$ cat config.mk
export PLATFORM = sky130hd
export DESIGN_NAME = signed_int32_divider_unit_flat
export DESIGN_NICKNAME = d
export VERILOG_FILES = /design/src/sv/sid_pkg.sv /design/src/sv/sid_ifs.sv /design/src/sv/signed_int32_divider_unit.sv /design/src/flat_wrapper.sv
export SDC_FILE = /design/constraint.sdc
export NUM_CORES = 1
export LEC_CHECK = 0
export BUFFER_PORTS_ARGS = -buffer_cell sky130_fd_sc_hd__clkbuf_2
export CAP_MARGIN = 5
export CORE_MARGIN = 5
export CORE_UTILIZATION = 64
export CTS_BUF_LIST = sky130_fd_sc_hd__clkbuf_2 sky130_fd_sc_hd__clkbuf_4 sky130_fd_sc_hd__clkbuf_8
export CTS_CLUSTER_DIAMETER = 60
export CTS_CLUSTER_SIZE = 30
export DETAILED_ROUTE_END_ITERATION = 8
export PLACE_DENSITY = 0.86
export SYNTH_ARGS = -nofsm -noshare
export SYNTH_HDL_FRONTEND = slang
export SYNTH_SLANG_ARGS = --single-unit
export TNS_END_PERCENT = 5
$ cat constraint.sdc
create_clock -name i_clk -period 8.4 [get_ports i_clk]
set_input_delay 1.26 -clock i_clk [delete_from_list [all_inputs] [get_ports i_clk]]
set_output_delay 1.26 -clock i_clk [all_outputs]
set_load 0.02 [all_outputs]
$ cat src/sv/sid_pkg.sv
`timescale 1ns / 1ps
// Shared types and constants for the signed 32-bit divider.
// No dependencies.
package sid_pkg;

    localparam int unsigned DATA_W = 32;
    localparam int unsigned CNT_W  = $clog2(DATA_W);

    localparam logic [DATA_W-1:0] SIGN_BIT = 32'h8000_0000;
    localparam logic [DATA_W-1:0] MAX_POS  = 32'h7FFF_FFFF;
    localparam logic [CNT_W-1:0]  LAST_BIT = CNT_W'(DATA_W - 1);

    typedef logic signed [DATA_W-1:0] t_word;

    // Divider sequencer states
    typedef enum logic [1:0] {
        S_IDLE,
        S_CALC,
        S_DONE
    } t_state;

    // Controls from the sequencer to the datapath
    typedef struct packed {
        logic req_ready;
        logic load;
        logic step;
        logic deliver;
    } t_ctrl;

endpackage

$ cat src/sv/sid_ifs.sv
`timescale 1ns / 1ps
// Valid/ready channels for the divider: request (operands) and response (quotient).
// Depends on sid_pkg.
interface sid_req_if;
    logic              valid;
    logic              ready;
    sid_pkg::t_word    numerator;
    sid_pkg::t_word    denominator;

    modport source (output valid, output numerator, output denominator, input ready);
    modport sink   (input valid, input numerator, input denominator, output ready);
endinterface

interface sid_rsp_if;
    logic              valid;
    logic              ready;
    sid_pkg::t_word    quotient;
    logic              overflowed;
    logic              zero_divisor;

    modport source (output valid, output quotient, output overflowed, output zero_divisor,
                    input ready);
    modport sink   (input valid, input quotient, input overflowed, input zero_divisor,
                    output ready);
endinterface

$ cat src/sv/signed_int32_divider_unit.sv
`timescale 1ns / 1ps
// Signed 32-bit divider, radix-2 restoring, one quotient bit per cycle.
// The accept edge loads the operand magnitudes, then one shift/subtract step runs per quotient bit,
// and the sign-fixed result enters the output register once that register is free.
// Requests do not overlap: one is accepted only in idle, using the single shared subtractor loop;
// a finished response waits in its own register while the next request runs.
// Reset (i_rst_n, synchronous, active low) returns the sequencer to idle and drops o_rsp.valid.
// Depends on sid_pkg and sid_ifs.
module signed_int32_divider_unit (
    input  logic       i_clk,
    input  logic       i_rst_n,
    sid_req_if.sink    i_req,
    sid_rsp_if.source  o_rsp
);

    localparam int unsigned W = sid_pkg::DATA_W;

    sid_pkg::t_state r_state, n_state;
    sid_pkg::t_ctrl  ctrl;

    logic [sid_pkg::CNT_W-1:0] r_cnt, n_cnt;
    logic [W-1:0] r_rem, n_rem;     // partial remainder
    logic [W-1:0] r_quo, n_quo;     // dividend bits shift out, quotient bits shift in
    logic [W-1:0] r_den;            // divisor magnitude
    logic         r_neg;
    logic         r_zero;

    logic         r_out_valid, n_out_valid;
    logic [W-1:0] r_out_q;
    logic         r_out_ovf;
    logic         r_out_zero;

    logic         out_free;
    logic [W-1:0] num_bits, den_bits;
    logic [W:0]   shifted;
    logic [W+1:0] diff;
    logic         ge;
    logic [W-1:0] q_signed;
    logic         ovf;

    assign out_free = !r_out_valid || o_rsp.ready;

    // Next-state logic
    always_comb begin
        n_state = r_state;
        case (r_state)
            sid_pkg::S_IDLE: begin
                if (i_req.valid) n_state = sid_pkg::S_CALC;
            end
            sid_pkg::S_CALC: begin
                if (r_cnt == sid_pkg::LAST_BIT) n_state = sid_pkg::S_DONE;
            end
            sid_pkg::S_DONE: begin
                if (out_free) n_state = sid_pkg::S_IDLE;
            end
            default: n_state = sid_pkg::S_IDLE;
        endcase
    end

    // Sequencer outputs
    always_comb begin
        ctrl = '0;
        case (r_state)
            sid_pkg::S_IDLE: begin
                ctrl.req_ready = 1'b1;
                ctrl.load      = i_req.valid;
            end
            sid_pkg::S_CALC: begin
                ctrl.step = 1'b1;
            end
            sid_pkg::S_DONE: begin
                ctrl.deliver = out_free;
            end
            default: ctrl = '0;
        endcase
    end

    assign i_req.ready = ctrl.req_ready;

    // Raw operands from the request
    assign num_bits = i_req.numerator;
    assign den_bits = i_req.denominator;

    // One restoring step: shift in next dividend bit, trial subtract
    assign shifted = {r_rem, r_quo[W-1]};
    assign diff    = {1'b0, shifted} - {2'b00, r_den};
    assign ge      = !diff[W+1];

    // Sign fix and saturation on the finished quotient
    assign ovf      = !r_neg && r_quo[W-1];
    assign q_signed = r_neg ? (W'(0) - r_quo) : r_quo;

    always_comb begin
        n_cnt = r_cnt;
        n_rem = r_rem;
        n_quo = r_quo;
        if (ctrl.load) begin
            n_cnt = '0;
            n_rem = '0;
            n_quo = num_bits[W-1] ? (W'(0) - num_bits) : num_bits;
        end else if (ctrl.step) begin
            n_cnt = r_cnt + 1'b1;
            n_rem = ge ? diff[W-1:0] : shifted[W-1:0];
            n_quo = {r_quo[W-2:0], ge};
        end
    end

    always_comb begin
        n_out_valid = r_out_valid;
        if (ctrl.deliver)    n_out_valid = 1'b1;
        else if (o_rsp.ready) n_out_valid = 1'b0;
    end

    // Control registers
    always_ff @(posedge i_clk) begin
        if (!i_rst_n) begin
            r_state     <= sid_pkg::S_IDLE;
            r_out_valid <= 1'b0;
        end else begin
            r_state     <= n_state;
            r_out_valid <= n_out_valid;
        end
    end

    // Datapath registers
    always_ff @(posedge i_clk) begin
        r_cnt <= n_cnt;
        r_rem <= n_rem;
        r_quo <= n_quo;
        if (ctrl.load) begin
            r_den  <= den_bits[W-1] ? (W'(0) - den_bits) : den_bits;
            r_neg  <= num_bits[W-1] ^ den_bits[W-1];
            r_zero <= (den_bits == '0);
        end
    end

    // Response register
    always_ff @(posedge i_clk) begin
        if (ctrl.deliver) begin
            if (r_zero) begin
                r_out_q    <= '0;
                r_out_ovf  <= 1'b0;
                r_out_zero <= 1'b1;
            end else if (ovf) begin
                r_out_q    <= sid_pkg::MAX_POS;
                r_out_ovf  <= 1'b1;
                r_out_zero <= 1'b0;
            end else begin
                r_out_q    <= q_signed;
                r_out_ovf  <= 1'b0;
                r_out_zero <= 1'b0;
            end
        end
    end

    assign o_rsp.valid        = r_out_valid;
    assign o_rsp.quotient     = r_out_q;
    assign o_rsp.overflowed   = r_out_ovf;
    assign o_rsp.zero_divisor = r_out_zero;

endmodule

$ cat src/flat_wrapper.sv
// flat-port wrapper written by rule: the top's interface ports become plain ports
module signed_int32_divider_unit_flat 
  (i_clk, i_rst_n, i_req_valid, i_req_numerator, i_req_denominator, i_req_ready, o_rsp_valid, o_rsp_quotient, o_rsp_overflowed, o_rsp_zero_divisor, o_rsp_ready);
  sid_req_if i_req_i ();
  sid_rsp_if o_rsp_i ();
  input  logic i_clk;
  input  logic i_rst_n;
  input wire logic [$bits(i_req_i.valid)-1:0] i_req_valid;
  input wire logic [$bits(i_req_i.numerator)-1:0] i_req_numerator;
  input wire logic [$bits(i_req_i.denominator)-1:0] i_req_denominator;
  output wire logic [$bits(i_req_i.ready)-1:0] i_req_ready;
  output wire logic [$bits(o_rsp_i.valid)-1:0] o_rsp_valid;
  output wire logic [$bits(o_rsp_i.quotient)-1:0] o_rsp_quotient;
  output wire logic [$bits(o_rsp_i.overflowed)-1:0] o_rsp_overflowed;
  output wire logic [$bits(o_rsp_i.zero_divisor)-1:0] o_rsp_zero_divisor;
  input wire logic [$bits(o_rsp_i.ready)-1:0] o_rsp_ready;
  assign i_req_i.valid = i_req_valid;
  assign i_req_i.numerator = i_req_numerator;
  assign i_req_i.denominator = i_req_denominator;
  assign i_req_ready = i_req_i.ready;
  assign o_rsp_valid = o_rsp_i.valid;
  assign o_rsp_quotient = o_rsp_i.quotient;
  assign o_rsp_overflowed = o_rsp_i.overflowed;
  assign o_rsp_zero_divisor = o_rsp_i.zero_divisor;
  assign o_rsp_i.ready = o_rsp_ready;
  signed_int32_divider_unit u_core (.i_clk(i_clk), .i_rst_n(i_rst_n), .i_req(i_req_i), .o_rsp(o_rsp_i));
endmodule
==> results.toml <==
[detailed_routing]
postRouteWirelength_mm = 20.5
ant_nets = 0
drc_errors = 0
vias = 7327
viasPerCell = 5.98
initialDrtViolationCount = 666
firstDrtPassIters = 5
wire_per_inst_um = 16.7

[global_routing]
grtUsageTotal = 0.255
top_usage_layer = "met2"
globalRoute.totalOverflow = 0
met1_usage = 0.357
grt_max_degree = 64
antenna_found_initial = 0
use_met2 = 0.392
first_global_vias = 7009
grt_util_met3 = 0.0558
grt_pass1_wl_mm = 33.4

[run]
drv_cap = 0

[synthesis]
yosysWarnings = 0
synth-seq-cells = 140
synth_top_family_by_area = "compound AO/OA/AOI/OAI gates"
syn_area_mm2 = 0.00888
synth_compound_area_frac = 0.186
synth_fa_ha_area_frac = 0.0544
async_reset_ff_frac = 0
synthMuxAreaShare = 0.0283
synth_edf_count = 100
syn_inst = 949
synth_xor_area_frac = 0.110
ys_types = 62
synth-simple-area-share = 0.155
synth.yosys.seq_area_share = 0.428
syn_nets = 1055
syn_avg_cell_area_um2 = 9.36
synth_flop_cell = "edfxtp_1"

[setup_path]
required_ns = 8.58
path_max_fanout = 4
end_kind = "flip-flop"
cp.arrival_ns = 3.91
crit_type = "in -> reg"
reg2reg_depth = 12
start_kind = "input port"

[layout]
fill_cells = 1066
antenna_cells = 0
nets = 1139
drive_gt1_frac = 0.148
synthToLayoutAreaGrowth_pct = 11.6

[power_and_ir_drop]
p_leak_nw = 4.05
peakVddDrop_v = 0.000143
total_power_w = 0.00234
power_density_mw_per_mm2 = 236

[clock_tree]
cts_buffers = 17
postCtsSetupBuffers = 0
path_clk_slew_ns = 0.08
clockBufferDepth = 2
cts_tree = "yes"
cts_root_buf = "clkbuf_8"
hold_buffers = 0
clk_latency_ns = 0.47
clkSinkCount = 140
ctsResizeCount = 0
cts_htree_levels = 4

[place]
routabilityCongestion = 0.909
port_buffers = 103
dp_hpwl_mm = 14.7

[die]
io_pins = 104
core-area_mm2 = 0.0137
rows = 43
die_w_um = 128
start_util = 0.648
die_h_um = 128
fp.dieArea_mm2 = 0.0163

[hold_path]
hold_depth = 2
hold_path.class = "reg -> reg"

[sta]
setup_viol = 0
setup_tns_ns = 0
hold_violations = 0
finalCriticalPeriod_ns = 3.73
rsz0062_at_grt = "no"
slew_headroom = 0.168
max_clock_freq_ghz = 0.268
final.period_utilization = 0.444
skew_ns = 0.0156
worst_slew_pin_slew_ns = 1.25
maxSlewViolCount = 0

[outcome]
outcome = "completed"
kinds of logic (layout without fill, tap and decap cells):
kind of cell | after synthesis | after routing
and+or+nand+nor | 291 | 291
AOI/OAI and AO/OA | 254 | 254
buffers and inverters | 89 | 186
DFF | 140 | 140
muxes | 25 | 25
adders and majority gates | 38 | 38
xor gates and xnor gates | 112 | 112
per-layer routing:
metal | share of wire | vias up
met5 | 0 | -
met4 | 0.020 | 0
met3 | 0.074 | 33
met2 | 0.46 | 260
met1 | 0.45 | 3427
li1 | - | 3607
cells in the mapped netlist, drive strengths merged, types with 24 or more instances:
cell      n  area (um2)
a211oi   29         218
a21oi    33         165
clkbuf   36         135
dfxtp    40         801
edfxtp  100        3000
ha       37         463
inv      47         176
mux2i    24         240
nand2   116         435
nor2     72         270
o21ai    94         470
xnor2    57         499
xor2     55         482
where the power goes:
part	leakage, nW	internal, W	switching [W]
Combinational	2.55	0.000350	0.000470
Clock	0.213	0.000298	0.000272
Sequential	1.28	0.000853	0.0000997
Total	4.05	0.00150	0.000842
worst max-delay path, cell delays in order:
cell and delay (ns):
clkbuf_2 0.10, or4_4 0.54, or3_1 0.33, or2_1 0.24, or3_4 0.36, or3_4 0.39, nand2b_4 0.18, o21ai_0 0.24
xor2_1 0.18, o21ai_0 0.11
layout by cell type (no fill, tap or decap), types with 4 or more instances in the layout:
master	Yosys	routed
dfxtp_1	40	40
nor4_1	9	9
o41ai_1	8	8
nor2b_1	5	4
xnor2_1	57	57
o21ai_1	5	4
or4_1	10	10
nor2_1	72	72
a21o_1	16	16
clkinv_2	0	4
ha_1	37	37
clkinv_4	0	4
o21a_1	9	9
a31oi_1	6	6
or3_1	16	16
a211oi_1	29	29
a32oi_1	8	8
nand2_1	116	115
nand2b_1	10	10
mux2i_1	24	24
or2_2	5	5
o21ai_0	89	89
clkbuf_8	0	17
a21oi_1	33	33
nand3_1	8	8
nor3_1	17	17
o21bai_1	5	5
xor2_1	55	55
buf_4	1	4
o31ai_1	21	21
inv_1	47	47
edfxtp_1	100	100
nand4_1	4	4
clkbuf_2	0	103
o211ai_1	4	4
final timing paths:
kind	from	end	slack [ns]
max	i_req_numerator[9]	u_core.r_quo[24]$_DFFE_PP_	4.67
min	u_core.r_cnt[4]$_SDFFE_PP0P_	u_core.r_cnt[4]$_SDFFE_PP0P_	0.47
max reg2reg	u_core.r_den[1]$_DFFE_PP_	u_core.r_rem[12]$_SDFFE_PP0P_	4.79
min reg2reg	u_core.r_cnt[4]$_SDFFE_PP0P_	u_core.r_cnt[4]$_SDFFE_PP0P_	0.47
stage by stage:
stage | worst slack [ns] | utilization | std cells | cell area, um2 | hold slack [ns]
5_1_grt | 4.49 | 0.723 | 1226 | 9910 | 0.511
6_report | 4.67 | 0.723 | 1226 | 9910 | 0.471
3_5_place_dp | 4.19 | 0.693 | 1194 | 9500 | 0.457
4_1_cts | 4.68 | 0.723 | 1226 | 9910 | 0.470
3_3_place_gp | 4.25 | 0.693 | 1194 | 9500 | 0.450
2_1_floorplan | 4.49 | - | 949 | 8880 | 0.440
registers in the layout, summed over array words and instances (netlist names), 2 cells and up:
register / count
u_core.r_cnt: 5
u_core.r_den: 32
u_core.o_rsp.quotient: 32
u_core.r_rem: 32
u_core.r_quo: 32
u_core.r_state: 2
cell type report:
cell class              count  area, um2  share of cell area
multi-input cells         720       4750               0.479
flip-flops and latches    140       3800               0.384
repair buffers            107        546              0.0550
clock buffers              18        241              0.0244
well taps                 180        225              0.0227
inverters                  47        176              0.0178
clock inverters            14        169              0.0170
Power figures use the tool's default switching activity.
